--- src/sv/nnsc_pkg.sv ---
`timescale 1ns / 1ps
`default_nettype none

package nnsc_pkg;

  // Payload widths fixed by the interface
  localparam int unsigned ADDR_W  = 15;
  localparam int unsigned BYTE_W  = 8;
  localparam int unsigned REG_W   = 8;
  localparam int unsigned APB_AW  = 4;
  localparam int unsigned APB_DW  = 32;

  // 8.16 ratio arithmetic
  localparam int unsigned FRAC_BITS = 16;
  localparam int unsigned RATIO_W   = 24;

  // Output region is aligned down to a multiple of 8
  localparam int unsigned ALIGN_BITS = 3;

  localparam logic [REG_W-1:0] DIM_RESET = 8'd128;

  typedef enum logic {
    OP_LOAD = 1'b0,
    OP_EMIT = 1'b1
  } op_e;

  typedef enum logic [1:0] {
    REG_SRC_W = 2'd0,
    REG_SRC_H = 2'd1,
    REG_DST_W = 2'd2,
    REG_DST_H = 2'd3
  } reg_idx_e;

  // Classification of one queued word
  typedef struct packed {
    op_e  op;
    logic chroma;
    logic last_col;
    logic last_row;
  } item_flags_t;

endpackage

`default_nettype wire

--- src/sv/nnsc_front.sv ---
`timescale 1ns / 1ps
`default_nettype none

module nnsc_front #(
  parameter int unsigned MAX_WIDTH  = 128,
  parameter int unsigned MAX_HEIGHT = 128,
  localparam int unsigned WW    = $clog2(MAX_WIDTH + 1),
  localparam int unsigned HW    = $clog2(MAX_HEIGHT + 1),
  localparam int unsigned CW    = $clog2(MAX_WIDTH),
  localparam int unsigned RW    = $clog2(MAX_HEIGHT),
  localparam int unsigned STORE = (MAX_WIDTH * MAX_HEIGHT * 3) / 2,
  localparam int unsigned AW    = $clog2(STORE)
) (
  input  logic                        clk_i,
  input  logic                        rst_ni,
  input  logic                        accept_i,
  input  logic                        func_i,
  input  logic [nnsc_pkg::ADDR_W-1:0] src_addr_i,
  input  logic [WW-1:0]               dst_w_i,
  input  logic [HW-1:0]               dst_h_i,
  output logic                        push_o,
  output nnsc_pkg::item_flags_t       flags_o,
  output logic [RW-1:0]               row_o,
  output logic [CW-1:0]               col_o,
  output logic [AW-1:0]               ld_addr_o
);
  import nnsc_pkg::*;

  logic [RW-1:0] row_q, cur_row;
  logic [CW-1:0] col_q, cur_col;
  logic [WW-1:0] ew;
  logic [HW-1:0] eh;
  logic          empty_rgn, restart, is_emit, in_range, last_col, last_row, step;
  logic [CW:0]   col_inc;
  logic [RW:0]   row_inc;

  assign ew        = {dst_w_i[WW-1:ALIGN_BITS], ALIGN_BITS'(0)};
  assign eh        = {dst_h_i[HW-1:ALIGN_BITS], ALIGN_BITS'(0)};
  assign empty_rgn = (ew == '0) || (eh == '0);

  // Counters left outside the region by a size change restart the frame
  assign restart  = (row_q >= eh) || (col_q >= ew);
  assign cur_row  = restart ? '0 : row_q;
  assign cur_col  = restart ? '0 : col_q;
  assign col_inc  = {1'b0, cur_col} + (CW+1)'(1);
  assign row_inc  = {1'b0, cur_row} + (RW+1)'(1);
  assign last_col = col_inc >= ew;
  assign last_row = row_inc >= eh;

  assign is_emit  = (func_i == OP_EMIT);
  assign in_range = 32'(src_addr_i) < STORE;
  assign step     = accept_i & is_emit & ~empty_rgn;

  // Empty-region emits and out-of-range loads are dropped here
  assign push_o = accept_i & (is_emit ? ~empty_rgn : in_range);

  assign flags_o.op       = op_e'(func_i);
  assign flags_o.chroma   = ~cur_row[0] & ~cur_col[0];
  assign flags_o.last_col = last_col;
  assign flags_o.last_row = last_row;
  assign row_o            = cur_row;
  assign col_o            = cur_col;
  assign ld_addr_o        = AW'(src_addr_i);

  always_ff @(posedge clk_i or negedge rst_ni) begin
    if (!rst_ni) begin
      row_q <= '0;
      col_q <= '0;
    end else if (step) begin
      if (last_col) begin
        col_q <= '0;
        row_q <= last_row ? '0 : row_inc[RW-1:0];
      end else begin
        col_q <= col_inc[CW-1:0];
        row_q <= cur_row;
      end
    end
  end

endmodule

`default_nettype wire

--- config.mk ---
export PLATFORM = sky130hd
export DESIGN_NAME = nnsc_front
export DESIGN_NICKNAME = d
export VERILOG_FILES = /design/src/sv/nnsc_pkg.sv /design/src/sv/nnsc_front.sv
export SDC_FILE = /design/constraint.sdc
export NUM_CORES = 1
export LEC_CHECK = 0
export BUFFER_PORTS_ARGS = -buffer_cell sky130_fd_sc_hd__buf_2
export CAP_MARGIN = 10
export CORE_MARGIN = 2
export CORE_UTILIZATION = 49
export CTS_CLUSTER_DIAMETER = 100
export CTS_CLUSTER_SIZE = 16
export DETAILED_ROUTE_END_ITERATION = 8
export PLACE_DENSITY = 0.9
export SETUP_SLACK_MARGIN = 0.1
export SYNTH_ARGS = -nofsm -noshare
export SYNTH_HDL_FRONTEND = slang
export SYNTH_SLANG_ARGS = --single-unit
--- constraint.sdc ---
create_clock -name clk_i -period 5.69 [get_ports clk_i]
set_input_delay 0.569 -clock clk_i [delete_from_list [all_inputs] [get_ports clk_i]]
set_output_delay 0.569 -clock clk_i [all_outputs]
set_load 0.01 [all_outputs]
# After elaboration in Yosys (flattened, before gate mapping)
# Index checks and enable logic that the tools add are counted.
[word_totals] ff_bits=14 elab_cells=26
[classes] n_addsub=2 order_cmp=5 n_reduce_logical=4 bitwise=7 muxes=6
[op_table] op="$mux 7" n=5
[op_table] op="$add 7x1->8 const B" n=2
[op_table] op="$ge 7x8->1" n=2
[op_table] op="$ge 8x8->1" n=2
[op_table] op="$logic_not 8->1" n=2
[op_table] op="$lt 15x15->1 const B" n=1
[op_table] op="$and 1x1->1" n=4
[op_table] op="$not 1->1" n=3
[op_table] op="$logic_or 1x1->1" n=2
[op_table] op="$mux 1" n=1

# Longest topological paths before layout
[depth] depth_word=7 depth_mapped=22

# Least setup slack after synthesis
# OpenSTA, ideal clock, no wires.
[synth_timing] path_type="register to output" startpoint="register row_q[3]" endpoint="output port flags_o[1] (netlist bit)" arrival_ns=4.107 path_buffers=4 path_stages_with_launch=23 t_required_ns=5.121 slack_ns=1.014 path_cell_list="dfrtp_1 -> clkbuf_1 -> inv_1 -> ha_1 -> or4b_1 -> a211oi_2 -> nor4_2 -> buf_6 -> clkbuf_1 -> and2_1 -> ha_1 -> nand3_1 -> inv_1 -> nand3_1 -> or2_2 -> a21oi_1 -> ha_1 -> and4b_1 -> o21ai_0 -> nand2b_1 -> a21oi_2 -> inv_1 -> buf_4"
[synth_between] elab_chain_cells=5
[synth_rtl] element="start: declaration" line="nnsc_front.sv:29" rtl="logic [RW-1:0] row_q, cur_row;"
[synth_rtl] element="start signal: assignment" line="nnsc_front.sv:72" rtl="row_q <= last_row ? '0 : row_inc[RW-1:0];"
[synth_rtl] element="start signal: assignment" line="nnsc_front.sv:75" rtl="row_q <= cur_row;"
[synth_rtl] element="$ge 7x8->1" line="nnsc_front.sv:42" rtl="assign restart = (row_q >= eh) || (col_q >= ew);"
[synth_rtl] element="$logic_or 1x1->1" line="nnsc_front.sv:42"
[synth_rtl] element="$mux 7" line="nnsc_front.sv:44" rtl="assign cur_col = restart ? '0 : col_q;"
[synth_rtl] element="net col_o[1]" line="nnsc_front.sv:24" rtl="output logic [CW-1:0] col_o,"
[synth_rtl] element="$add 7x1->8" line="nnsc_front.sv:45" rtl="assign col_inc = {1'b0, cur_col} + (CW+1)'(1);"
[synth_rtl] element="$ge 8x8->1" line="nnsc_front.sv:47" rtl="assign last_col = col_inc >= ew;"
[synth_rtl] element="end: declaration" line="nnsc_front.sv:22" rtl="output nnsc_pkg::item_flags_t flags_o,"
# The timed path passes the listed nets, and every way through them passes these cells.

==> results.py <==
metrics = {
    "sta": {
        "final.min_clock_period_ns": 5.164,
        "rsz0062_at_grt": "no",
        "maxClockFrequency_ghz": 0.1937,
        "timing.setup.tns_ns": 0,
        "layout_setup_ws_ns": 0.5263,
        "whs_ns": 0.1513,
        "final_max_slew_viol_count": 0,
        "fin_skew_ns": 0.007473,
        "hold_viol": 0,
        "period_share_pct": 90.75,
        "worstMarginPinSlew_ns": 0.9807,
        "maxSlewHeadroom_pct": 34.12,
        "setup_viol": 0,
    },
    "clocking": {
        "clkSinkCount": 14,
        "cts_buffers": 3,
        "clock_latency_ns": 0.29,
        "clock-root-buffer": "clkbuf_4",
        "hold_buffers": 0,
        "clk_pin_slew_worst_paths_ns": 0.10,
        "cts_resized": 0,
        "clockBufferDepth": 2,
        "htreeDepth": 1,
        "cts_tree": "done",
        "postCtsSetupBuffers": 0,
    },
    "critical_path": {
        "crit_chain": "inv_1, ha_1, or4b_1, a211oi_2, nor4_2, and2_1, ha_1, nand3_1, inv_1, nand3_1, or2_2, a21oi_1, ha_1, and4b_1, o21ai_0, nand2b_1, a21oi_2, inv_1, buf_2",
        "reg2reg_to": "col_q[5]",
        "worst_r2r_path_depth": 19,
        "cp.arrival_ns": 4.59,
        "cp_max_fo": 8,
        "required_ns": 5.12,
        "r2r_start": "row_q[3]",
        "cpPeakStageDelay_ns": 0.52,
        "end_kind": "output pin",
        "crit_end": "flags_o[1]",
        "critPathSlowestCell": "dfrtp_1",
        "path_class": "reg -> out",
        "ff2ff_setup_slack_ns": 0.97,
        "cp-startpoint": "row_q[3]",
        "cp-start-kind": "register",
    },
    "pwr": {
        "power_leakage_nw": 0.8951,
        "ir_drop_uv": 180.5,
        "power_density_nw_per_um2": 379.0,
        "p_total_mw": 0.6648,
    },
    "layout": {
        "drive_gt1_share_pct": 22.57,
        "fin_area_um2": 1754,
        "final_util_pct": 53.41,
        "area_growth_syn_to_layout_pct": 5.493,
        "diodes": 0,
        "fin_cells": 272,
        "fillCellCount": 314,
        "finalNetCount": 282,
    },
    "grt": {
        "grt_usage_pct": 20.22,
        "grt_pass1_wl_mm": 6.492,
        "grt_pass1_vias": 1541,
        "grt_max_degree": 18,
        "antenna_found_initial": 0,
        "gr-total-overflow": 0,
    },
    "floorplanning": {
        "die-area_um2": 3876,
        "dieHeight_um": 62.26,
        "start_util_pct": 50.63,
        "coreArea_um2": 3284,
        "io_pins": 69,
        "std_cell_rows": 21,
        "die_w_um": 62.26,
    },
    "routing": {
        "drt_iter0_drc": 72,
        "routed_wl_mm": 3.884,
        "viasPerCell": 5.695,
        "met3_length_um": 196,
        "drc": 0,
        "num_vias": 1549,
        "dr.pass1.iters": 4,
        "routed-wl-met2_mm": 2.024,
        "detail-route-antenna-nets": 0,
        "wl_met1_mm": 1.599,
        "wl_per_cell_um": 14.28,
        "top_layer": "met4",
    },
    "logic_synthesis": {
        "synthFlopType": "dfrtp_1",
        "ys.warnings.count": 0,
        "synth_cell_types": 42,
        "synth_nets": 267,
        "async_reset_ff_share_pct": 100.0,
        "syn_avg_cell_area_um2": 7.844,
        "synth.most_common_cell": "ha_1",
        "synthTopCellsByArea": "dfrtp_1, ha_1, buf_4",
        "synth_top_area_share_pct": 21.07,
        "syn_inst": 212,
        "synth_seq_cells": 14,
        "synth-edff-count": 0,
        "yosysSeqAreaShare_pct": 21.07,
        "synthesis.area_um2": 1663,
        "synthTopCellsByCount": "ha_1, buf_4, nand2_1",
        "synth_top_area_cell": "dfrtp_1",
    },
    "place": {
        "io_buffers": 36,
        "place_ws_ns": 0.7486,
        "dp_cells": 268,
        "place.gp.congestion": 0.8543,
        "detailed_place.area_um2": 1718,
        "hpwl_mm": 3.084,
    },
    "run": {
        "drv_cap": 0,
    },
    "status": {
        "status": "finished clean",
    },
    "worst_hold_path": {
        "min_path_type": "in -> async",
    },
}
-- power breakdown --
part           total (mW)  leakage, nW  switching [mW]  internal [mW]
clock network      0.0758       0.0210          0.0368         0.0390
logic               0.399        0.702           0.232          0.167
registers           0.190        0.172          0.0566          0.133
total               0.665        0.895           0.325          0.340
-- worst min-delay path by stage --
stage / endpoint / slack, ns
3_5_place_dp: col_q[5] / 0.49
4_1_cts: col_q[5] / 0.17
3_3_place_gp: col_q[1] / 0.48
6_report: col_q[5] / 0.15
5_1_grt: col_q[5] / 0.17
2_1_floorplan: col_q[0] / 0.27
-- cell usage in the layout, fill, tap and decap left out, drive strengths merged, types with 3 or more instances in the layout --
cell type   n
a21o        4
a21oi      14
a22o        7
and2       10
buf        37
clkbuf      4
dfrtp      14
ha         20
inv        17
nand2      20
nand2b      3
nand3      11
nand4       3
nor2       13
nor3        5
o21ai      11
o221ai      3
or3         4
or4         4
-- registers in the layout (all words and copies together) (netlist names) --
| register | cells |
|---|---|
| col_q | 7 |
| row_q | 7 |
-- critical path: cells and delay by family (launching register included) --
| family | cells | cell delay, ns |
|---|---|---|
| AO/OA/AOI/OAI | 4 | 0.71 |
| adder cells (fa/ha/maj) | 3 | 0.81 |
| buffers and inverters | 4 | 0.50 |
| flip-flops | 1 | 0.52 |
| AND/OR/NAND/NOR | 8 | 1.80 |
-- routing by layer --
layer / vias up / global-route usage (%)
met3: 7 / 4.891
li1: 770 / -
met2: 35 / 36.82
met4: 0 / 5.556
met5: - / 0
met1: 737 / 23.58
-- logic make-up after synthesis --
family,count (synthesis),share of synthesized area [%]
buffers and inverters,44,15.27
adder cells (fa/ha/maj),20,15.05
XOR/XNOR,2,1.054
AND/OR/NAND/NOR,86,28.82
AO/OA/AOI/OAI,45,18.13
flip-flops,14,21.07
multiplexers,1,0.6020
-- final cells by class --
type | count | area, um^2 | area share, %
Timing Repair Buffer | 37 | 187.7 | 10.70
Clock buffer | 4 | 36.28 | 2.068
Multi-Input combinational cell | 154 | 1059 | 60.34
Inverter | 17 | 63.81 | 3.638
Sequential cell | 14 | 350.3 | 19.97
Tap cell | 46 | 57.56 | 3.281
Power figures use the tool's default switching activity.
