===== src/sv/nnsc_fifo.sv =====
`timescale 1ns / 1ps
`default_nettype none

module nnsc_fifo #(
  parameter int unsigned W     = 8,
  parameter int unsigned DEPTH = 2,
  localparam int unsigned PW   = (DEPTH > 1) ? $clog2(DEPTH) : 1
) (
  input  logic         clk_i,
  input  logic         rst_ni,
  input  logic         push_i,
  input  logic [W-1:0] wr_data_i,
  input  logic         pop_i,
  output logic [W-1:0] rd_data_o,
  output logic         full_o,
  output logic         empty_o
);

  logic [W-1:0] mem_q [DEPTH];
  logic [PW-1:0] wr_ptr_q, rd_ptr_q;
  logic [PW:0]   count_q;

  assign full_o    = (count_q == (PW+1)'(DEPTH));
  assign empty_o   = (count_q == '0);
  assign rd_data_o = mem_q[rd_ptr_q];

  always_ff @(posedge clk_i) begin
    if (push_i) mem_q[wr_ptr_q] <= wr_data_i;
  end

  always_ff @(posedge clk_i or negedge rst_ni) begin
    if (!rst_ni) begin
      wr_ptr_q <= '0;
      rd_ptr_q <= '0;
      count_q  <= '0;
    end else begin
      if (push_i) wr_ptr_q <= (wr_ptr_q == PW'(DEPTH - 1)) ? '0 : wr_ptr_q + PW'(1);
      if (pop_i)  rd_ptr_q <= (rd_ptr_q == PW'(DEPTH - 1)) ? '0 : rd_ptr_q + PW'(1);
      case ({push_i, pop_i})
        2'b10:   count_q <= count_q + (PW+1)'(1);
        2'b01:   count_q <= count_q - (PW+1)'(1);
        default: ;
      endcase
    end
  end

  a_no_overflow: assert property (@(posedge clk_i) disable iff (!rst_ni)
    (push_i && !pop_i) |-> !full_o) else $error("queue overflow");
  a_no_underflow: assert property (@(posedge clk_i) disable iff (!rst_ni)
    pop_i |-> !empty_o) else $error("queue underflow");

endmodule

`default_nettype wire


===== config.mk =====
export PLATFORM = sky130hd
export DESIGN_NAME = nnsc_fifo
export DESIGN_NICKNAME = d
export VERILOG_FILES = /design/src/sv/nnsc_fifo.sv
export SDC_FILE = /design/constraint.sdc
export NUM_CORES = 1
export LEC_CHECK = 0
export ABC_AREA = 1
export BUFFER_PORTS_ARGS = -buffer_cell sky130_fd_sc_hd__buf_2
export CORE_MARGIN = 1.5
export CORE_UTILIZATION = 25
export DETAILED_ROUTE_END_ITERATION = 10
export PLACE_DENSITY_LB_ADDON = 0.05
export SETUP_SLACK_MARGIN = 0.02
export SYNTH_ARGS = -nofsm -noshare
export SYNTH_HDL_FRONTEND = slang
export SYNTH_SLANG_ARGS = --single-unit

===== constraint.sdc =====
create_clock -name clk_i -period 1.2 [get_ports clk_i]
set_input_delay 0.12 -clock clk_i [delete_from_list [all_inputs] [get_ports clk_i]]
set_output_delay 0.12 -clock clk_i [all_outputs]
set_load 0.1 [all_outputs]

=== Yosys cells after proc, flatten, opt, wreduce, memory -nomap -nowiden ===
Memory sizes are Yosys's and may differ from the RTL's.
Cells that the tools add are included.

* Bits in registers: 4
* Memory bits (writable): 16
* Input port bits: 12
* Memories kept: 1

* Add/subtract/negate cells: 4
* Eq/ne operators: 3
* Mux-type cells: 5
* Reduce and logical (&&, ||, !) cells: 2

{| class="wikitable"
|+ Memories
! name !! depth !! width !! read ports !! clocked after memory_dff !! write ports !! line !! source
|-
| mem_q || 2 || 8 || 1 || 0 || 1 || 19 || <nowiki>logic [W-1:0] mem_q [DEPTH];</nowiki>
|}

{| class="wikitable"
|+ Operator list
! cell !! count
|-
| equality test 2 bit, second input constant || 2
|-
| two-way mux 1 bit || 4
|-
| case mux 2 bit (2 select lines) || 1
|-
| adder 1 bit, second input constant || 2
|-
| adder 2 x 1 -> 2 bit, second input constant || 1
|-
| equality test 2 x 1 -> 1 bit, second input constant || 1
|-
| zero test 2 bit || 1
|-
| nonzero test 2 bit || 1
|-
| subtractor 2 x 1 -> 2 bit, second input constant || 1
|}

=== Depth between registers and ports, before layout ===
Gate-level depths: netlist (run 1).

* Depth in word-level cells: 2
* Mapped depth: 7
* Gate-level depth less buffers: 7

=== Worst setup path before layout (run 1) ===
OpenSTA, ideal clock, no wires.

* Path kind: register to output
* Start point: register rd_ptr_q
* End point: output port rd_data_o[1]
* Data arrival time: 2605 ps
* Required time: 1080 ps
* Path slack: -1525 ps
* Cell stages (with the launch flop): 3
* Cells stage by stage: dfrtp_1 > buf_6 > o21ai_0

* Longest elaborated chain between the ends: 1

{| class="wikitable"
|+ RTL lines
! element !! line !! source
|-
| start, declared || 20 || <nowiki>logic [PW-1:0] wr_ptr_q, rd_ptr_q;</nowiki>
|-
| start signal, assigned || 38 || <nowiki>if (pop_i) rd_ptr_q <= (rd_ptr_q == PW'(DEPTH - 1)) ? '0 : rd_ptr_q + PW'(1);</nowiki>
|-
| memory read (2 x 8 bit) || - ||
|-
| end, declared || 14 || <nowiki>output logic [W-1:0] rd_data_o,</nowiki>
|}

Every way passes these cells.

=== Worst setup path in the final report (run 1) ===
* Start point: register rd_ptr_q
* End point: output port rd_data_o[3]

Same word-level chain as after synthesis.

==> out/results.tsv, run 1 <==
stage	metric	value	unit
logic_synthesis	largest family of logic cells by synthesized area	buffers and inverters	
timing	Slew headroom	79.0	%
placed_design	post-placement cell area	0.00121	mm²
timing	Setup-failing EPs final	9	
placed_design	HPWL Detailed	1010	µm
layout	share of cells above drive strength 1	49.5	%
layout	# diodes	0	
timing	Final WS setup	-165	ps
logic_synthesis	distinct cell type count after synthesis	14	
logic_synthesis	register area share after synthesis	70.7	%
worst_setup_path	CP Launch Type	flop	
logic_synthesis	largest area contributor in the netlist	edfxtp_1	
routing	Pre-antenna DRT Iters	2	
layout	post-route cell area	0.00144	mm²
placed_design	PortBufs	21	
routing	met2 routed WL	706	µm
routing	vias	571	
die	Starting Density	26.7	%
worst_setup_path	internal reg-to-reg setup slack	180	ps
worst_hold_path	hold endpoint	wr_ptr_q	
worst_setup_path	CP Buf/Inv Count	2	
placed_design	placed insts	132	
timing	max-slew violations	0	
global_route	maximum number of pins on one net before global-route repair	13	
worst_setup_path	Worst Setup End Kind	output port	
worst_setup_path	crit-path leading delay family	flip-flops	
layout	most frequent cells in the layout	edfxtp_1 (16), inv_1 (13), buf_2 (11), buf_12 (11), dlygate4sd3_1 (9)	
outcome	failing checks	negative setup slack	
timing	period utilisation layout	114	%
global_route	number of global-route vias before repair	499	
clocking	clock sink count	20	
logic_synthesis	cells after synthesis	66	
worst_setup_path	CP Max Fanout	5	
worst_setup_path	CP startpoint	rd_ptr_q	
logic_synthesis	adder-cell area share of the yosys netlist	1.52	%
die	die area	0.00364	mm²
worst_setup_path	Worst R2R Start	wr_ptr_q	
logic_synthesis	post-synthesis mux area share	0	%
layout	commonest non-fill, non-tap cell in the layout	edfxtp_1	
layout	area delta synth->final	75.3	%
routing	M1 WL	687	µm
die	row cnt	20	
timing	final worst path period need	1360	ps
logic_synthesis	post-synthesis xor/xnor area fraction	3.20	%
logic_synthesis	Synth Area in Simple Gates	8.69	%
worst_hold_path	Worst Hold Class	in2reg	
worst_setup_path	slowest CP cell	dfrtp_2	
die	Die H	60.3	µm
clocking	later-pin clock latency in the skew report	290	ps
worst_hold_path	WHS Path Cells	2	
global_route	GRT Residual Overflow	0	
global_route	first-pass GRT wire length	2260	µm
die	IO Count	22	
layout	final cell count without fillers	149	
logic_synthesis	Synth Register Bits	20	
die	Die Width	60.3	µm
timing	RSZ-0062 raised after global routing	yes	
global_route	initial antenna violation count	0	
clocking	CTS H-tree lvls	1	
logic_synthesis	top cell type's share of synthesized area	58.5	%
worst_setup_path	slowest stage delay, CP	460	ps
routing	Via-to-Cell Ratio	3.83	
worst_hold_path	Hold Startpoint	push_i	
routing	DRC viols	0	
clocking	TritonCTS clock tree	yes	
routing	Detail Route Antenna Nets	0	
placed_design	routability congestion estimate	0.669	
worst_setup_path	Critical Path RT	1080	ps
logic_synthesis	Net Count, Synth	79	
worst_setup_path	r2r endpoint	mem_q[1][0]	
clocking	cts bufs inserted	3	
worst_setup_path	CP Data Arrival Time	1240	ps
routing	routed wl met3	45	µm
timing	Clock Skew	3.39	ps
routing	top sig layer	met4	
layout	fin nets	119	
timing	Max Freq	733	MHz
logic_synthesis	Synth Area in Compound Gates	6.25	%
logic_synthesis	Cell Area, Synth	821	µm²
logic_synthesis	main area contributors after synthesis	edfxtp_1 (59%), dfrtp_1 (12%), inv_1 (6.4%), nand2_1 (5.9%), o21ai_2 (3.2%)	
worst_setup_path	kind of critical path	reg2out	
global_route	All-Layer GR Usage	9.14	%
logic_synthesis	Warnings, synthesis	0	
routing	DR iter-0 viols	9	
timing	Worst-Margin Slew	315	ps
run	Max Cap Violations	0	
outcome	status	finished with violations	
logic_synthesis	syn avg cell area	12.4	µm²
die	core area	0.00308	mm²
worst_setup_path	worst path cell trace	buf_6 -> o21ai_4 -> buf_12	
worst_setup_path	Reg2Reg Depth	2	
clocking	clk root buf	clkbuf_4	
routing	DRT Wirelength	1460	µm
routing	wire per inst	9.79	µm
timing	Hold Vio Cnt, Final	0	
clocking	Bufs on Longest Clock Path	2	
clocking	Reg clk slew, reported paths	110	ps
metal layers:
metal | vias to the layer above | global-route usage [%]
met4 | 0 | 5.71
met1 | 266 | 11.6
li1 | 291 | -
met5 | - | 0
met2 | 12 | 13.5
met3 | 2 | 2.81
through the flow:
step	setup TNS, ps	hold slack, ps	setup WS [ps]	utilization [%]
5_1_grt	-1870	7.41	-227	46.7
6_report	-1290	24.3	-165	46.7
3_3_place_gp	0	-66.6	139	39.3
4_1_cts	-1460	5.12	-187	44.1
2_1_floorplan	-534	-176	-158	-
3_5_place_dp	0	-63.6	139	39.3
final cells by class:
class	count	area, µm²
repair buffers	37	418
well taps	44	55.1
multi-input cells	30	278
flip-flops and latches	20	583
clock inverters	1	30.0
clock buffers	3	22.5
fillers	293	1640
inverters	14	52.6
synthesized netlist by cell type:
cell and instances:
nand4_1 1, nand3_1 1, ha_1 1, nor2_1 3, o21ai_0 5, xor2_1 2
dfrtp_1 4, nand2_1 13, buf_6 1, o21ai_2 3, inv_1 14, edfxtp_1 16
xnor2_1 1, buf_8 1
state kept, by name (all words and copies together), names as in the netlist:
register  count
mem_q        16
count_q       2
rd_ptr_q      1
wr_ptr_q      1
how the worst max path moves through the flow:
stage / endpoint / slack, ps / depth (start not counted)
6_report: rd_data_o[3] / -160 / 3
3_3_place_gp: rd_data_o[7] / 140 / 4
2_1_floorplan: empty_o / -160 / 1
3_5_place_dp: rd_data_o[3] / 140 / 4
4_1_cts: rd_data_o[3] / -190 / 4
5_1_grt: rd_data_o[1] / -230 / 3
logic make-up after synthesis:
logic type / Yosys count
compound gates: 8
fa+ha+maj: 1
buf+inv: 16
simple gates: 18
xor+xnor: 3
flops: 20
repair_timing:
action / CTS / global route
hold endpoints to repair: 11 / 6
pin swaps: 2 / 2
gates resized for setup: 9 / 11
hold buffers: 5 / 4
setup endpoints to repair: 10 / 10
gates cloned: 0 / 1
buffers inserted: 2 / 1
Power of run 1 is not shown: default switching activity piles up to over one toggle a cycle in this logic, so the estimate is an artifact.
==> run 2: changes to the inputs <==
- HOLD_SLACK_MARGIN: default -> 0.03
==> run 2 against run 1 <==
The run still ends with negative setup slack left. Largest cell class unchanged. Hold slack gained 120 ps. Global-route usage grew 0.32 points. First-iteration DRC count shrank 11%. Core utilization grew 1.1 points. Non-clock buffer count grew 2. Register-to-register slack is essentially flat.
==> out/results.tsv, run 2 (synthesis results as in run 1) <==
stage	metric	value	unit
timing	Final WS setup	-164	ps
worst_hold_path	Worst Hold Class	in2async	
timing	Worst-Margin Slew	315	ps
timing	Max Freq	733	MHz
timing	Setup-failing EPs final	9	
clocking	clk root buf	clkbuf_4	
run	Max Cap Violations	0	
layout	Biggest register	mem_q	
timing	Clock Skew	3.59	ps
die	IO Count	22	
clocking	cts bufs inserted	3	
global_route	busiest grt layer	met2	
clocking	Bufs on Longest Clock Path	2	
clocking	TritonCTS clock tree	yes	
worst_setup_path	CP Launch Type	flop	
die	core area	0.00308	mm²
layout	final cell count without fillers	151	
worst_setup_path	CP Max Fanout	5	
worst_setup_path	Critical Path RT	1080	ps
routing	vias	584	
global_route	met1 usage	12.2	%
worst_setup_path	slowest stage delay, CP	460	ps
clocking	later-pin clock latency in the skew report	290	ps
global_route	maximum number of pins on one net before global-route repair	13	
routing	DRC viols	0	
layout	# diodes	0	
clocking	clock sink count	20	
layout	footprint of the multi-input gates	290	µm²
die	Starting Density	26.7	%
routing	Via-to-Cell Ratio	3.87	
global_route	met3 Usage GRT	2.60	%
timing	period utilisation layout	114	%
routing	DR iter-0 viols	8	
worst_setup_path	internal reg-to-reg setup slack	180	ps
die	Die Width	60.3	µm
layout	share of cells above drive strength 1	49.5	%
global_route	first-pass GRT wire length	2350	µm
layout	filler cell count	292	
global_route	initial antenna violation count	0	
layout	fin nets	121	
worst_setup_path	slowest CP cell	dfrtp_2	
placed_design	PortBufs	21	
worst_setup_path	worst path cell trace	buf_6 -> o21ai_4 -> buf_12	
layout	top flop regs	mem_q x16, count_q x2	
global_route	number of global-route vias before repair	525	
global_route	GRT Residual Overflow	0	
outcome	failing checks	negative setup slack	
layout	max FFs per register	16	
routing	DRT Wirelength	1480	µm
placed_design	routability congestion estimate	0.669	
clocking	CTS H-tree lvls	1	
timing	Hold Vio Cnt, Final	0	
layout	most frequent cells in the layout	edfxtp_1 (16), inv_1 (13), dlygate4sd3_1 (11), buf_2 (11), buf_12 (11)	
routing	wire per inst	9.82	µm
layout	area delta synth->final	79.3	%
worst_setup_path	crit-path leading delay family	flip-flops	
die	row cnt	20	
layout	FF+latch area	583	µm²
routing	Pre-antenna DRT Iters	2	
die	die area	0.00364	mm²
die	Die H	60.3	µm
timing	Slew headroom	79.0	%
worst_setup_path	CP Buf/Inv Count	2	
global_route	All-Layer GR Usage	9.45	%
routing	Detail Route Antenna Nets	0	
placed_design	HPWL Detailed	1010	µm
timing	max-slew violations	0	
placed_design	placed insts	132	
layout	commonest non-fill, non-tap cell in the layout	edfxtp_1	
timing	RSZ-0062 raised after global routing	yes	
worst_setup_path	kind of critical path	reg2out	
outcome	status	finished with violations	
timing	final worst path period need	1360	ps
worst_setup_path	Worst Setup End Kind	output port	
clocking	Reg clk slew, reported paths	110	ps
worst_setup_path	CP Data Arrival Time	1240	ps
global_route	met2 Track Usage GR	14.1	%
==> run 2: changes by cell type in the layout (fill, tap and decap cells not counted), sizes merged <==
cell	previous run	this run
dlygate4sd3	9	11
==> run 2: layout make-up <==
type / count / share of cell area (%)
Clock buffer: 3 / 1.53
Clock inverter: 1 / 2.04
Inverter: 14 / 3.57
Multi-Input combinational cell: 30 / 19.7
Sequential cell: 20 / 39.6
Tap cell: 44 / 3.74
Timing Repair Buffer: 39 / 29.8
==> run 2: routing by layer <==
metal | vias to the layer above | routed length, µm
li1 | 296 | -
met1 | 274 | 702
met2 | 12 | 718
met3 | 2 | 42
met4 | 0 | 20
met5 | - | 0
==> run 2: final timing paths <==
| check | start | endpoint | depth (start not counted) |
|---|---|---|---|
| max in group asynchronous | rst_ni | rd_ptr_q | 2 |
| setup / recovery | rd_ptr_q | rd_data_o[3] | 3 |
| setup reg to reg | wr_ptr_q | mem_q[1][0] | 2 |
| hold reg to reg | wr_ptr_q | wr_ptr_q | 1 |
| min in group clk_i | push_i | count_q[0] | 4 |
| hold / removal | rst_ni | count_q[0] | 2 |
==> run 2: what timing repair did <==
action | CTS | global route
buffers inserted | 2 | 1
cloned | 0 | 1
resized for setup | 9 | 12
hold buffers | 11 | 0
setup endpoints to repair | 10 | 11
hold endpoints to repair | 22 | 0
pin swaps | 2 | 2
==> run 2: per-stage QoR <==
stage          area, µm²  worst slack [ps]  setup TNS, ps  utilization [%]  hold WS [ps]
3_3_place_gp        1210               139              0             39.3         -66.6
6_report            1470              -164          -1290             47.8           146
3_5_place_dp        1210               139              0             39.3         -63.6
4_1_cts             1420              -187          -1460             46.1           137
5_1_grt             1470              -223          -1830             47.8           158
2_1_floorplan        905              -158           -534                -          -176
==> run 2: worst register-to-register path: stages (launching register included) <==
cell and delay, ps:
dfrtp_1 400, nand2_1 60, inv_1 250
Power of run 2 is left out for the same reason.
