### src/sv/nnsc_pkg.sv
`timescale 1ns / 1ps
`default_nettype none

package nnsc_pkg;

  // Payload widths fixed by the interface
  localparam int unsigned ADDR_W  = 15;
  localparam int unsigned BYTE_W  = 8;
  localparam int unsigned REG_W   = 8;
  localparam int unsigned APB_AW  = 4;
  localparam int unsigned APB_DW  = 32;

  // 8.16 ratio arithmetic
  localparam int unsigned FRAC_BITS = 16;
  localparam int unsigned RATIO_W   = 24;

  // Output region is aligned down to a multiple of 8
  localparam int unsigned ALIGN_BITS = 3;

  localparam logic [REG_W-1:0] DIM_RESET = 8'd128;

  typedef enum logic {
    OP_LOAD = 1'b0,
    OP_EMIT = 1'b1
  } op_e;

  typedef enum logic [1:0] {
    REG_SRC_W = 2'd0,
    REG_SRC_H = 2'd1,
    REG_DST_W = 2'd2,
    REG_DST_H = 2'd3
  } reg_idx_e;

  // Classification of one queued word
  typedef struct packed {
    op_e  op;
    logic chroma;
    logic last_col;
    logic last_row;
  } item_flags_t;

endpackage

`default_nettype wire

### src/sv/nnsc_cfg.sv
`timescale 1ns / 1ps
`default_nettype none

module nnsc_cfg #(
  parameter int unsigned MAX_WIDTH  = 128,
  parameter int unsigned MAX_HEIGHT = 128,
  localparam int unsigned WW    = $clog2(MAX_WIDTH + 1),
  localparam int unsigned HW    = $clog2(MAX_HEIGHT + 1),
  localparam int unsigned STORE = (MAX_WIDTH * MAX_HEIGHT * 3) / 2,
  localparam int unsigned AW    = $clog2(STORE)
) (
  input  logic                          clk_i,
  input  logic                          rst_ni,
  input  logic                          psel,
  input  logic                          penable,
  input  logic                          pwrite,
  input  logic [nnsc_pkg::APB_AW-1:0]   paddr,
  input  logic [nnsc_pkg::APB_DW-1:0]   pwdata,
  output logic [nnsc_pkg::APB_DW-1:0]   prdata,
  output logic                          pready,
  output logic [WW-1:0]                 src_w_o,
  output logic [HW-1:0]                 src_h_o,
  output logic [WW-1:0]                 dst_w_o,
  output logic [HW-1:0]                 dst_h_o,
  output logic [nnsc_pkg::RATIO_W-1:0]  x_ratio_o,
  output logic [nnsc_pkg::RATIO_W-1:0]  y_ratio_o,
  output logic [AW-1:0]                 src_area_o,
  output logic [AW-1:0]                 dst_area_o,
  output logic                          busy_o
);
  import nnsc_pkg::*;

  localparam int unsigned DMW  = (WW > HW) ? WW : HW;
  localparam int unsigned NW   = DMW + FRAC_BITS;
  localparam int unsigned CNTW = $clog2(NW + 1);

  typedef enum logic [2:0] {
    R_IDLE = 3'b001,
    R_X    = 3'b010,
    R_Y    = 3'b100
  } rat_state_e;

  logic [REG_W-1:0] src_w_q, src_h_q, dst_w_q, dst_h_q;
  logic             wr;
  reg_idx_e         idx;

  logic [WW-1:0]    src_w, dst_w;
  logic [HW-1:0]    src_h, dst_h;

  rat_state_e       state_q, state_d;
  logic             start_q;
  logic [NW-1:0]    num_q, num_d;
  logic [DMW-1:0]   rem_q, rem_d;
  logic [CNTW-1:0]  cnt_q;
  logic [DMW-1:0]   divisor;
  logic [DMW:0]     trial;
  logic             ge;
  logic [RATIO_W-1:0] x_ratio_q, y_ratio_q, ratio_d;
  logic [AW-1:0]    src_area_q, dst_area_q;

  assign wr     = psel & penable & pwrite;
  assign idx    = reg_idx_e'(paddr[3:2]);
  assign pready = 1'b1;

  always_ff @(posedge clk_i or negedge rst_ni) begin
    if (!rst_ni) begin
      src_w_q <= DIM_RESET;
      src_h_q <= DIM_RESET;
      dst_w_q <= DIM_RESET;
      dst_h_q <= DIM_RESET;
    end else if (wr) begin
      case (idx)
        REG_SRC_W: src_w_q <= pwdata[REG_W-1:0];
        REG_SRC_H: src_h_q <= pwdata[REG_W-1:0];
        REG_DST_W: dst_w_q <= pwdata[REG_W-1:0];
        REG_DST_H: dst_h_q <= pwdata[REG_W-1:0];
        default: ;
      endcase
    end
  end

  always_comb begin
    case (idx)
      REG_SRC_W: prdata = APB_DW'(src_w_q);
      REG_SRC_H: prdata = APB_DW'(src_h_q);
      REG_DST_W: prdata = APB_DW'(dst_w_q);
      REG_DST_H: prdata = APB_DW'(dst_h_q);
      default:   prdata = '0;
    endcase
  end

  // Zero acts as one, anything above the maximum as the maximum
  always_comb begin
    if (src_w_q == '0)                 src_w = WW'(1);
    else if (32'(src_w_q) > MAX_WIDTH) src_w = WW'(MAX_WIDTH);
    else                               src_w = WW'(src_w_q);
    if (dst_w_q == '0)                 dst_w = WW'(1);
    else if (32'(dst_w_q) > MAX_WIDTH) dst_w = WW'(MAX_WIDTH);
    else                               dst_w = WW'(dst_w_q);
    if (src_h_q == '0)                  src_h = HW'(1);
    else if (32'(src_h_q) > MAX_HEIGHT) src_h = HW'(MAX_HEIGHT);
    else                                src_h = HW'(src_h_q);
    if (dst_h_q == '0)                  dst_h = HW'(1);
    else if (32'(dst_h_q) > MAX_HEIGHT) dst_h = HW'(MAX_HEIGHT);
    else                                dst_h = HW'(dst_h_q);
  end

  // Restoring divider, one quotient bit per cycle; x ratio then y ratio
  assign divisor = (state_q == R_X) ? DMW'(dst_w) : DMW'(dst_h);
  assign trial   = {rem_q, num_q[NW-1]};
  assign ge      = trial >= {1'b0, divisor};
  assign rem_d   = ge ? DMW'(trial - {1'b0, divisor}) : DMW'(trial);
  assign num_d   = {num_q[NW-2:0], ge};
  assign ratio_d = RATIO_W'({1'b0, num_d} + (NW+1)'(1));

  always_comb begin
    state_d = state_q;
    case (state_q)
      R_IDLE: ;
      R_X:    if (cnt_q == CNTW'(NW - 1)) state_d = R_Y;
      R_Y:    if (cnt_q == CNTW'(NW - 1)) state_d = R_IDLE;
      default: state_d = R_IDLE;
    endcase
    if (start_q) state_d = R_X;
  end

  always_ff @(posedge clk_i or negedge rst_ni) begin
    if (!rst_ni) begin
      state_q   <= R_IDLE;
      start_q   <= 1'b1;
      cnt_q     <= '0;
      x_ratio_q <= '0;
      y_ratio_q <= '0;
    end else begin
      state_q <= state_d;
      start_q <= wr;
      if (start_q) begin
        cnt_q <= '0;
      end else if (state_q != R_IDLE) begin
        cnt_q <= (cnt_q == CNTW'(NW - 1)) ? '0 : cnt_q + CNTW'(1);
        if (cnt_q == CNTW'(NW - 1)) begin
          if (state_q == R_X) x_ratio_q <= ratio_d;
          else                y_ratio_q <= ratio_d;
        end
      end
    end
  end

  always_ff @(posedge clk_i) begin
    if (start_q) begin
      num_q <= NW'(src_w) << FRAC_BITS;
      rem_q <= '0;
    end else if (state_q == R_X && cnt_q == CNTW'(NW - 1)) begin
      num_q <= NW'(src_h) << FRAC_BITS;
      rem_q <= '0;
    end else if (state_q != R_IDLE) begin
      num_q <= num_d;
      rem_q <= rem_d;
    end
    src_area_q <= AW'(src_w) * AW'(src_h);
    dst_area_q <= AW'(dst_w) * AW'(dst_h);
  end

  assign src_w_o    = src_w;
  assign src_h_o    = src_h;
  assign dst_w_o    = dst_w;
  assign dst_h_o    = dst_h;
  assign x_ratio_o  = x_ratio_q;
  assign y_ratio_o  = y_ratio_q;
  assign src_area_o = src_area_q;
  assign dst_area_o = dst_area_q;
  assign busy_o     = start_q | (state_q != R_IDLE);

endmodule

`default_nettype wire

### config.mk
export PLATFORM = sky130hd
export DESIGN_NAME = nnsc_cfg
export DESIGN_NICKNAME = d
export VERILOG_FILES = /design/src/sv/nnsc_pkg.sv /design/src/sv/nnsc_cfg.sv
export SDC_FILE = /design/constraint.sdc
export NUM_CORES = 1
export LEC_CHECK = 0
export CAP_MARGIN = 10
export CORE_AREA = 3 3 139 168
export DETAILED_ROUTE_END_ITERATION = 6
export DIE_AREA = 0 0 142 171
export DONT_BUFFER_PORTS = 1
export PLACE_DENSITY_LB_ADDON = 0.15
export SYNTH_ARGS = -nofsm -noshare
export SYNTH_HDL_FRONTEND = slang
export SYNTH_SLANG_ARGS = --single-unit
### constraint.sdc
create_clock -name clk_i -period 5.75 [get_ports clk_i]
set_clock_uncertainty 0.15 [all_clocks]
set_input_delay 0.2875 -clock clk_i [delete_from_list [all_inputs] [get_ports clk_i]]
set_output_delay 0.2875 -clock clk_i [all_outputs]
set_load 0.05 [all_outputs]
Word level (Yosys, flattened, before mapping)

Cells that the tools add are included.

Flip-flop bits (word level): 151
Bits of input ports: 41
Logic and storage cells: 77

Add/sub/neg operators: 3
Multiply operators: 2
Magnitude comparators: 5
Eq/ne operators: 11
Muxes and demuxes: 21
Bitwise operators: 5
Reductions and logical operators: 16

Operators with widths:

| cell                                                  | number |
|---|---|
| one-hot mux 32 bit (4 select lines)                   | 1 |
| 2-to-1 mux 8 bit                                      | 10 |
| 2-to-1 mux 24 bit                                     | 3 |
| greater-than comparator 8 bit (second input constant) | 4 |
| zero test 8 bit                                       | 4 |
| multiplier 8 x 8 -> 15 bit                            | 2 |
| adder 24 x 1 -> 24 bit (second input constant)        | 1 |
| 2-to-1 mux 5 bit                                      | 3 |
| >= comparator 9 x 8 -> 1 bit                          | 1 |
| 2-to-1 mux 3 bit                                      | 3 |
| one-hot mux 3 bit (3 select lines)                    | 1 |
| AND reduction 2 bit                                   | 4 |
| AND reduction 4 bit                                   | 2 |
| subtractor 8 bit                                      | 1 |
| adder 5 x 1 -> 5 bit (second input constant)          | 1 |
| equality test 5 bit (second input constant)           | 1 |
| equality test 2 bit (second input constant)           | 2 |
| equality test 3 x 1 -> 1 bit (second input constant)  | 1 |
| equality test 3 x 2 -> 1 bit (second input constant)  | 1 |
| equality test 3 bit (second input constant)           | 1 |
| != test 3 x 1 -> 1 bit (second input constant)        | 1 |
| != test 3 x 2 -> 1 bit (second input constant)        | 1 |
| != test 3 bit (second input constant)                 | 1 |
| AND reduction 3 bit                                   | 1 |
| 10 further kinds                                      | 12 |

Longest topological paths before layout

Gate-level depths: netlist of run 1.

Word-level depth: 8
Depth in mapped cells: 20

Worst setup path after synthesis of run 1

Ideal clock, no wire load.

Kind: reg-to-reg
Start point: register dst_w_q[7]
End point: register dst_area_q[14] (netlist: dst_area_o[14])
Arrival: 5.235 ns
Data required time: 5.479 ns
Setup slack: 0.244 ns
Stages on the path, launching flop included: 18
Buffers on the path: 1
Clock period less this slack: 5.506 ns
Cells stage by stage: dfstp_2 clkbuf_1 nand2b_1 clkinv_1 and2_1 fa_1 fa_1 fa_1 inv_1 fa_1 inv_1 ha_1 a21oi_1 o21bai_1 a22o_1 a31o_2 o41a_1 xnor2_1

Longest elaborated chain between the ends: 4

RTL lines:

| what                           | RTL line        | source |
|---|---|---|
| start: declaration             | nnsc_cfg.sv:43  | `logic [REG_W-1:0] src_w_q, src_h_q, dst_w_q, dst_h_q;` |
| start signal: assignment       | nnsc_cfg.sv:75  | `REG_DST_W: dst_w_q <= pwdata[REG_W-1:0];` |
| greater-than comparator 8 bit  | nnsc_cfg.sv:98  | `else if (32'(dst_w_q) > MAX_WIDTH) dst_w = WW'(MAX_WIDTH);` |
| 2-to-1 mux 8 bit               | nnsc_cfg.sv:98  |  |
| 2-to-1 mux 8 bit (*)           | nnsc_cfg.sv:97  | `if (dst_w_q == '0) dst_w = WW'(1);` |
| via dst_w_o[2]                 | nnsc_cfg.sv:23  | `output logic [WW-1:0] dst_w_o,` |
| multiplier 8 x 8 -> 15 bit (*) | nnsc_cfg.sv:161 | `dst_area_q <= AW'(dst_w) * AW'(dst_h);` |
| end signal: assignment         | nnsc_cfg.sv:161 |  |
| end: declaration               | nnsc_cfg.sv:59  | `logic [AW-1:0] src_area_q, dst_area_q;` |

Mark *: on every way through the listed nets, which the timed path passes. The rest lies on a longest branch.
A chain may end at the register's enable or synchronous reset.

Final worst setup path of run 1

Start point: register src_h_q[7]
End point: register src_area_q[13] (netlist: src_area_o[13])

Longest elaborated chain between the ends: 4

RTL lines:

| what                           | RTL line        | source |
|---|---|---|
| start: declaration             | nnsc_cfg.sv:43  |  |
| start signal: assignment       | nnsc_cfg.sv:74  | `REG_SRC_H: src_h_q <= pwdata[REG_W-1:0];` |
| greater-than comparator 8 bit  | nnsc_cfg.sv:101 | `else if (32'(src_h_q) > MAX_HEIGHT) src_h = HW'(MAX_HEIGHT);` |
| 2-to-1 mux 8 bit               | nnsc_cfg.sv:101 |  |
| 2-to-1 mux 8 bit (*)           | nnsc_cfg.sv:100 | `if (src_h_q == '0) src_h = HW'(1);` |
| multiplier 8 x 8 -> 15 bit (*) | nnsc_cfg.sv:160 | `src_area_q <= AW'(src_w) * AW'(src_h);` |
| end signal: assignment         | nnsc_cfg.sv:160 |  |
| end: declaration               | nnsc_cfg.sv:59  |  |

Every way passes the cells marked *; elsewhere a longest branch is shown, timed or not.

==> impl_metrics.json, run 1 <==
{
  "layout_min_cycle_time_ps": 5250,
  "ys_seq_area_frac": 0.329,
  "track_usage": 0.200,
  "io_buffer_count": 0,
  "final_max_slew_viol_count": 0,
  "drt_pass1_iterations": 5,
  "final_nets": 1369,
  "cts_buffers": 17,
  "drt_iter0_drc": 479,
  "fin_cells": 1466,
  "avgViaCountPerCell": 5.38,
  "ctsHtreeMaxLevel": 4,
  "dp_cells": 1420,
  "initial_core_util": 0.497,
  "area.sequential_um2": 3560,
  "critPathLaunchType": "register",
  "path_cells": "inv_1 > nand2_1 > inv_1 > buf_4 > nand2_1 > fa_1 > fa_1 > inv_1 > fa_1 > inv_1 > fa_1 > inv_1 > ha_1 > o21a_1 > o21ai_0 > a21oi_1 > o311ai_0",
  "crit_required_ps": 5920,
  "fin_area_um2": 11900,
  "place_area_um2": 11100,
  "die-height_um": 171,
  "ys_ff_latch": 151,
  "clock_sinks": 151,
  "vdd_drop_max_mv": 0.238,
  "hp-class": "input port to register",
  "worstMarginPinSlew_ps": 1030,
  "place.detailed.hpwl_mm": 17.3,
  "antenna_left": 0,
  "met2WireLength_mm": 11.2,
  "cts_buffer_depth": 2,
  "wl_per_cell_um": 15.8,
  "max_slew_margin": 0.307,
  "synthArstFlopShare": 0.589,
  "setup_tns_ps": 0,
  "drt-met1-wl_mm": 10.2,
  "n_fill_cell": 1988,
  "netlist_area_um2": 10800,
  "top_level_ports": 185,
  "rsz0062_at_grt": "no",
  "grt_pass1_wl_mm": 39.6,
  "p_per_area_nw_per_um2": 433,
  "slowest_stage": "fa_1",
  "layout-drive-gt1-share": 0.114,
  "cts-root-buf": "clkbuf_16",
  "postSynthAreaPerCell_um2": 9.25,
  "fmax_mhz": 191,
  "leakage_uw": 0.00559,
  "maxCapViolations": 0,
  "synthDistinctLibCells": 71,
  "post_cts_buffers": 0,
  "critPathMaxFanout": 13,
  "drcViolationCount": 0,
  "post-route-period-util": 0.913,
  "syn2layout_area_growth_pct": 9.58,
  "multiInputGateArea_um2": 6410,
  "insertion_delay_ps": 430,
  "grt_pass1_vias": 7987,
  "cts_tree": "yes",
  "path_common_cell": "inv_1",
  "core_area_um2": 21800,
  "critPathMaxStageDelay_ps": 540,
  "antenna_cells": 0,
  "synth_flop_cell": "dfrtp_1",
  "synth-edff-count": 8,
  "gp_congestion": 0.908,
  "detail_route.wirelength_mm": 23.2,
  "top_layer_used": "met4",
  "cp.buffers_inverters": 6,
  "die-area_um2": 24300,
  "endpoint_kind": "register",
  "status": "finished, final reports clean",
  "wl_met3_mm": 1.59,
  "synth_warnings": 0,
  "grt_max_degree": 90,
  "gr-total-overflow": 0,
  "rows": 59,
  "hold_violations": 0,
  "worstPathArrival_ps": 5420,
  "vias": 7880,
  "antenna_found_initial": 0,
  "syn_inst": 1169,
  "die_x_um": 142,
  "setup_viol": 0,
  "crit_type": "register to register",
  "cpLargestDelayFamily": "adder cells",
  "clkTransAtPathRegs_ps": 70
}
layout by cell type, fill, tap and decap left out, drive strengths merged, types with 11 or more instances in the layout:
master | synthesis | final
ha | 78 | 78
nand3 | 11 | 11
nand2 | 105 | 105
a211oi | 13 | 13
nand2b | 18 | 18
fa | 71 | 71
xor2 | 13 | 13
xnor2 | 40 | 40
o21ai | 13 | 13
dfxtp | 54 | 54
clkbuf | 32 | 20
a21oi | 89 | 89
mux2 | 39 | 39
buf | 39 | 26
inv | 148 | 151
dlygate4sd3 | 0 | 13
dfrtp | 83 | 83
conb | 2 | 25
nor2 | 172 | 172
nor3 | 16 | 16
logic make-up after synthesis:
kind of cell	after synthesis	share of synthesized area
and+or+nand+nor	381	0.163
buffers and inverters	221	0.0869
AOI/OAI and AO/OA	158	0.0922
DFF	151	0.329
adders and majority gates	149	0.222
muxes	54	0.0637
xor gates and xnor gates	53	0.0429
other	2	0.000694
final cells by class:
| cell class | count | share of cell area |
|---|---|---|
| Multi-Input combinational cell | 820 | 0.541 |
| Sequential cell | 151 | 0.300 |
| Inverter | 150 | 0.0475 |
| Clock buffer | 20 | 0.0395 |
| Timing Repair Buffer | 39 | 0.0291 |
| Tap cell | 274 | 0.0289 |
| Clock inverter | 12 | 0.0139 |
power by group:
| part | leakage, uW | internal [uW] | switching (uW) | total (uW) |
|---|---|---|---|---|
| combinational | 0.00360 | 804 | 1400 | 2210 |
| clock | 0.000300 | 727 | 470 | 1200 |
| sequential | 0.00170 | 1280 | 449 | 1720 |
worst reg2reg max path, cell delays in order (launching register included):
cell	delay, ps
dfstp_2	370
inv_1	290
nand2_1	320
inv_1	120
buf_4	230
nand2_1	100
fa_1	500
fa_1	540
inv_1	60
fa_1	520
inv_1	50
fa_1	520
inv_1	40
ha_1	330
o21a_1	140
o21ai_0	330
a21oi_1	170
o311ai_0	340
synth_stat cells (all sizes together) (11+ instances only):
cell type	n	share of area
nor3	16	0.0084
a211oi	13	0.0090
nand2	105	0.037
nand2b	18	0.010
xor2	13	0.011
nor2	172	0.060
inv	148	0.051
nand3	11	0.0056
a21oi	89	0.041
ha	78	0.090
dfrtp	83	0.19
mux2	39	0.041
o21ai	13	0.0060
xnor2	40	0.032
fa	71	0.13
clkbuf	32	0.011
buf	39	0.024
dfxtp	54	0.10
flip-flops by register name, summed over array words and instances (netlist names):
name	flops
start_q	1
src_w_q	8
cnt_q	5
y_ratio_o	24
dst_h_q	8
src_area_o	15
src_h_q	8
state_q	3
dst_area_o	15
dst_w_q	8
rem_q	8
num_q	24
x_ratio_o	24
routing by layer:
metal	GRT usage	up-vias
met1	0.266	3833
met4	0.0476	0
met5	0	-
met2	0.327	227
li1	-	3801
met3	0.0551	19
metrics by stage:
step	util	total power, uW	worst slack [ps]	hold WS [ps]
5_1_grt	0.544	5520	124	59.5
3_5_place_dp	0.508	3940	529	-156
4_1_cts	0.544	5190	489	39.2
6_report	0.544	5130	501	57.7
2_1_floorplan	-	3480	244	-158
3_3_place_gp	0.508	3920	582	-156
worst paths after layout:
kind                       slack, ps              startpoint                  endpoint  cells past startpoint
max                              500  src_h_q[7]$_DFFE_PN1P_    src_area_o[13]$_DFF_P_                     17
min                               60                paddr[2]    src_w_q[4]$_DFFE_PN0P_                      2
max reg2reg                      500  src_h_q[7]$_DFFE_PN1P_    src_area_o[13]$_DFF_P_                     17
min reg2reg                      330   rem_q[2]$_SDFFE_PP0N_     rem_q[2]$_SDFFE_PP0N_                      2
max in group asynchronous       4750                  rst_ni    dst_w_q[7]$_DFFE_PN1P_                      2
min in group asynchronous        300                  rst_ni  y_ratio_o[5]$_DFFE_PN0P_                      2
timing repair:
item / CTS / global route
hold endpoints to repair: 122 / 0
resized for setup: 0 / 0
hold buffers: 14 / 0
setup endpoints to repair: 0 / 0
No activity file was read; power rests on OpenSTA's default activity.
==> run 2: changes to the inputs <==
--- a/config.mk
+++ b/config.mk
@@ -11,6 +11,7 @@
 export DIE_AREA = 0 0 142 171
 export DONT_BUFFER_PORTS = 1
 export PLACE_DENSITY_LB_ADDON = 0.15
+export RECOVER_POWER = 100
 export SYNTH_ARGS = -nofsm -noshare
 export SYNTH_HDL_FRONTEND = slang
 export SYNTH_SLANG_ARGS = --single-unit
==> run 2 against run 1 <==
Sequential cell count unchanged. Fmax decreased by 4.1%. Power decreased by 0.55%. First-iteration DRC count decreased by 0.84%. Utilization decreased by 0.60 points. The run now ends with max-capacitance violations, max-slew violations left. Critical path depth unchanged. Via count increased by 0.19%. Count of clock-buffer cells in the layout unchanged. Clock power about the same. Sequential power about the same.
==> impl_metrics.json, run 2 (synthesized netlist as in run 1, its figures left out) <==
{
  "status": "complete, but fails checks",
  "violations": "max-capacitance violations, max-slew violations",
  "critPathLaunchType": "register",
  "rows": 59,
  "antenna_cells": 0,
  "antenna_left": 0,
  "cts-root-buf": "clkbuf_16",
  "maxCapViolations": 2,
  "core_area_um2": 21800,
  "die-height_um": 171,
  "ctsHtreeMaxLevel": 4,
  "io_buffer_count": 0,
  "antenna_found_initial": 0,
  "track_usage": 0.200,
  "drt_iter0_drc": 475,
  "die_x_um": 142,
  "clkTransAtPathRegs_ps": 70,
  "syn2layout_area_growth_pct": 8.36,
  "grt_max_degree": 90,
  "setup_tns_ps": 0,
  "worstPathArrival_ps": 5650,
  "insertion_delay_ps": 430,
  "rsz0062_at_grt": "no",
  "gr-total-overflow": 0,
  "detail_route.wirelength_mm": 23.3,
  "grt_pass1_wl_mm": 39.6,
  "cts_buffers": 17,
  "vdd_drop_max_mv": 0.237,
  "dp_cells": 1420,
  "fin_cells": 1466,
  "post-route-period-util": 0.952,
  "grt_pass1_vias": 7987,
  "place.detailed.hpwl_mm": 17.3,
  "setup_viol": 0,
  "p_per_area_nw_per_um2": 435,
  "drt_pass1_iterations": 5,
  "drcViolationCount": 0,
  "endpoint_kind": "register",
  "avgViaCountPerCell": 5.39,
  "leakage_uw": 0.00552,
  "top_level_ports": 185,
  "cts_tree": "yes",
  "fin_area_um2": 11700,
  "crit_required_ps": 5920,
  "wl_per_cell_um": 15.9,
  "die-area_um2": 24300,
  "hold_violations": 0,
  "layout_commonest_cell": "nor2_1",
  "layout-drive-gt1-share": 0.0864,
  "fmax_mhz": 183,
  "post_cts_buffers": 0,
  "layout_common_cells": "nor2_1 (172), inv_1 (147), nand2_1 (105)",
  "place_area_um2": 11100,
  "vias": 7895,
  "critPathMaxFanout": 11,
  "final_max_slew_viol_count": 117,
  "worstMarginPinSlew_ps": 4100,
  "max_slew_margin": -1.73,
  "cts_buffer_depth": 2,
  "initial_core_util": 0.497,
  "gp_congestion": 0.908,
  "layout_min_cycle_time_ps": 5480,
  "final_util": 0.538,
  "clock_sinks": 151,
  "hp-class": "input port to register",
  "crit_type": "register to register",
  "final_nets": 1369
}
## run 2: final timing paths
kind | slack (ps) | startpoint | cells past startpoint | end
worst min-delay path | 150 | paddr[3] | 2 | src_w_q[4]$_DFFE_PN0P_
worst max register to register | 270 | dst_w_q[7]$_DFFE_PN1P_ | 17 | dst_area_o[14]$_DFF_P_
min in group asynchronous | 1920 | rst_ni | 2 | y_ratio_o[7]$_DFFE_PN0P_
worst max-delay path | 270 | dst_w_q[7]$_DFFE_PN1P_ | 17 | dst_area_o[14]$_DFF_P_
worst min register to register | 330 | rem_q[2]$_SDFFE_PP0N_ | 2 | rem_q[2]$_SDFFE_PP0N_
max in group asynchronous | 1200 | rst_ni | 2 | dst_h_q[3]$_DFFE_PN0P_
## run 2: cell type report
cell class,instances,area [um^2]
clock inverter,12,165
multi-input combinational,820,6350
timing repair buffer,39,272
inverter,150,563
sequential,151,3560
fill,2011,10100
clock buffer,20,468
tap,274,343
## run 2: where the power goes
group          total, uW  switching, uW  internal (uW)  leakage [uW]
Combinational       2180           1400            781       0.00352
Clock               1200            470            727      0.000300
Sequential          1720            449           1270       0.00170
Total               5100           2320           2780       0.00552
## run 2: timing repair
action	4_1_cts	5_1_grt
resized for setup	0	0
endpoints found under the hold margin	122	0
hold buffers	14	0
## run 2: critical path, stage by stage (launching register included)
cell and delay [ps]:
dfstp_1 470, nand2b_1 280, inv_1 130, clkbuf_1 660, nand2_1 160, fa_1 550
inv_1 60, fa_1 540, inv_1 60, fa_1 520, inv_1 40, ha_1 280
ha_1 390, and4_1 220, a22o_1 170, a31o_2 230, o41a_1 320, xnor2_1 130
## run 2: routing by layer
| layer | wire length (um) | vias up | part of all wire | global-route usage |
|---|---|---|---|---|
| li1 | - | 3812 | - | - |
| met1 | 10300 | 3854 | 0.44 | 0.266 |
| met2 | 11200 | 208 | 0.48 | 0.327 |
| met3 | 1500 | 21 | 0.064 | 0.0551 |
| met4 | 274 | 0 | 0.012 | 0.0476 |
| met5 | 0 | - | 0 | 0 |
## run 2: per-stage QoR
| stage | setup slack [ps] | power, uW | hold WS (ps) |
|---|---|---|---|
| 2_1_floorplan | 244 | 3480 | -158 |
| 3_3_place_gp | 582 | 3920 | -156 |
| 3_5_place_dp | 529 | 3940 | -156 |
| 4_1_cts | 489 | 5190 | 39.2 |
| 5_1_grt | 62.3 | 5490 | 145 |
| 6_report | 274 | 5100 | 149 |
==> run 3: changes to the inputs <==
--- a/config.mk
+++ b/config.mk
@@ -5,10 +5,11 @@
 export SDC_FILE = /design/constraint.sdc
 export NUM_CORES = 1
 export LEC_CHECK = 0
+export ABC_AREA = 1
 export CAP_MARGIN = 10
-export CORE_AREA = 3 3 139 168
+export CORE_AREA = 3 3 141 171
 export DETAILED_ROUTE_END_ITERATION = 6
-export DIE_AREA = 0 0 142 171
+export DIE_AREA = 0 0 144 174
 export DONT_BUFFER_PORTS = 1
 export PLACE_DENSITY_LB_ADDON = 0.15
 export RECOVER_POWER = 100
==> run 3 against run 2 <==
The flow still finishes with violations (max-capacitance violations, max-slew violations). Combinational power is 5% lower. Critical path depth is 2 lower. Sequential power hardly changed. Global-route usage is 2.3 points higher. Fmax is 1.5% higher. Largest power group unchanged. Highest routed layer unchanged.
==> impl_metrics.json, run 3 <==
{
  "ys_seq_area_frac": 0.317,
  "synth_common_cells": "nand2_1 (387), inv_1 (244), nor2_1 (144)",
  "final_max_slew_viol_count": 113,
  "violations": "max-capacitance violations, max-slew violations",
  "top_level_ports": 185,
  "die-height_um": 174,
  "setup_tns_ps": 0,
  "cts_tree": "yes",
  "antenna_found_initial": 0,
  "synth_warnings": 0,
  "worstMarginPinSlew_ps": 4140,
  "grt_pass1_wl_mm": 45.3,
  "wl_per_cell_um": 15.2,
  "min_from": "paddr[3]",
  "clock_sinks": 151,
  "critPathLaunchType": "register",
  "pwr-share-seq": 0.349,
  "r2r-start": "dst_h_q[7]$_DFFE_PN1P_",
  "critPathMaxStageDelay_ps": 810,
  "final_nets": 1670,
  "path_common_cell": "fa_1",
  "p_int_uw": 2520,
  "detail_route.wirelength_mm": 27.0,
  "core_area_um2": 22400,
  "p_sw_frac": 0.488,
  "die_x_um": 144,
  "layout-drive-gt1-share": 0.0502,
  "rr_worst_depth": 15,
  "layout_common_cells": "nand2_1 (390), inv_1 (245), nor2_1 (144)",
  "die-area_um2": 25100,
  "netlist_area_um2": 11200,
  "slowest_stage": "clkbuf_1",
  "setup_viol": 0,
  "rows": 60,
  "post-route-period-util": 0.938,
  "synth_flop_cell": "dfrtp_1",
  "synth.top_cell.area_share": 0.185,
  "hp-class": "input port to register",
  "yosysTopAreaCell": "dfrtp_1",
  "status": "complete, but fails checks",
  "leakage_uw": 0.00634,
  "pwr-share-comb": 0.421,
  "cp.buffers_inverters": 2,
  "reg2reg_to": "dst_area_o[12]$_DFF_P_",
  "yosysMostFrequentCell": "nand2_1",
  "critPathMaxFanout": 10,
  "place.detailed.hpwl_mm": 20.9,
  "fmax_mhz": 185,
  "antenna_cells": 0,
  "synthArstFlopShare": 0.589,
  "critPathLaunch": "dst_h_q[7]$_DFFE_PN1P_",
  "ys_ff_latch": 151,
  "min_path_cells": 3,
  "drcViolationCount": 0,
  "ctsHtreeMaxLevel": 4,
  "layout_commonest_cell": "nand2_1",
  "path_cells": "clkbuf_1 > nor2_1 > nand2_1 > fa_1 > fa_1 > fa_1 > fa_1 > inv_1 > ha_1 > a21oi_1 > a21boi_0 > o21ai_0 > and2_0 > o21bai_1 > nand2_1",
  "rsz0062_at_grt": "no",
  "worstPathArrival_ps": 5570,
  "track_usage": 0.223,
  "cts_buffers": 17,
  "place_ws_ps": 480,
  "synthDistinctLibCells": 56,
  "clkTransAtPathRegs_ps": 80,
  "cts_buffer_depth": 2,
  "power_switching_uw": 2400,
  "avgViaCountPerCell": 5.14,
  "gp_congestion": 0.931,
  "syn_inst": 1449,
  "vdd_drop_max_mv": 0.277,
  "cts-root-buf": "clkbuf_16",
  "synth-edff-count": 8,
  "io_buffer_count": 0,
  "crit_type": "register to register",
  "cpLargestDelayFamily": "adder cells",
  "p_clk_frac": 0.230,
  "r2r_slack_ps": 360,
  "insertion_delay_ps": 430,
  "gr-total-overflow": 0,
  "antenna_left": 0,
  "drt_iter0_drc": 650,
  "syn2layout_area_growth_pct": 8.33,
  "synth_area_leaders": "dfrtp_1 (18%), nand2_1 (13%), fa_1 (13%)",
  "setup_ws_ps": 356,
  "post_cts_buffers": 0,
  "final_util": 0.542,
  "postSynthAreaPerCell_um2": 7.75,
  "grt_pass1_vias": 9135,
  "maxCapViolations": 2,
  "drt_pass1_iterations": 6,
  "hold_violations": 0,
  "crit_required_ps": 5920,
  "max_slew_margin": -1.76,
  "min_to": "src_h_q[2]$_DFFE_PN0P_",
  "layout_min_cycle_time_ps": 5390,
  "endpoint_kind": "register",
  "vias": 9106,
  "p_per_area_nw_per_um2": 404,
  "grt_max_degree": 90,
  "initial_core_util": 0.501
}
run 3: metal layers:
layer,GRT usage,vias up,wire length [um]
li1,-,4512,-
met1,0.290,4319,11800
met2,0.376,231,13300
met3,0.0405,44,1310
met4,0.0671,0,586
met5,0,-,0
run 3: worst max-delay path by stage:
stage                                  end  slack (ps)  cells past startpoint
CTS                 dst_area_o[12]$_DFF_P_         460                     18
global route        dst_area_o[12]$_DFF_P_          60                     18
detailed placement  dst_area_o[12]$_DFF_P_         480                     18
floorplan           dst_area_o[12]$_DFF_P_         280                     17
finish              dst_area_o[12]$_DFF_P_         360                     15
global placement    dst_area_o[12]$_DFF_P_         560                     18
run 3: cells by family after synthesis:
kind of cell	count (synthesis)	synth area share
AOI/OAI and AO/OA	167	0.0856
xor gates and xnor gates	46	0.0359
adders and majority gates	149	0.213
buffers and inverters	315	0.120
DFF	151	0.317
other	2	0.000668
and+or+nand+nor	619	0.228
run 3: cell type report:
cell class	instances	area [um^2]
well taps	279	349
clock inverters	15	184
repair buffers	50	319
multi-input cells	1006	6380
clock buffers	17	425
fillers	2185	10300
flip-flops and latches	151	3560
inverters	254	961
run 3: repair_timing:
| action | in CTS | in global routing |
|---|---|---|
| gates resized for setup | 0 | 0 |
| endpoints found under the hold margin | 121 | 0 |
| hold buffers | 12 | 0 |
run 3: per-stage QoR:
step	power [uW]	instance area, um^2	hold WS [ps]	std cells
after floorplan	3320	11300	-158	1472
after global placement	3820	11600	-156	1728
after detailed placement	3840	11600	-155	1728
after CTS	5020	12300	272	1772
after global routing	5320	12200	363	1772
final	4920	12200	306	1772
run 3: worst reg2reg max path, cell delays in order, from the launching register on:
cell and delay [ps]:
dfstp_2 530, clkbuf_1 810, nor2_1 210, nand2_1 160, fa_1 460, fa_1 520, fa_1 520, fa_1 540
inv_1 40, ha_1 330, a21oi_1 180, a21boi_0 290, o21ai_0 180, and2_0 190, o21bai_1 120, nand2_1 50
run 3: power groups by stage:
stage / Sequential (uW) / Combinational [uW] / Clock, uW
after global routing: 1750 / 2370 / 1210
after floorplan: 1680 / 1640 / 0
after global placement: 1740 / 2080 / 0
after detailed placement: 1740 / 2090 / 0
final: 1720 / 2070 / 1130
after CTS: 1720 / 2130 / 1160
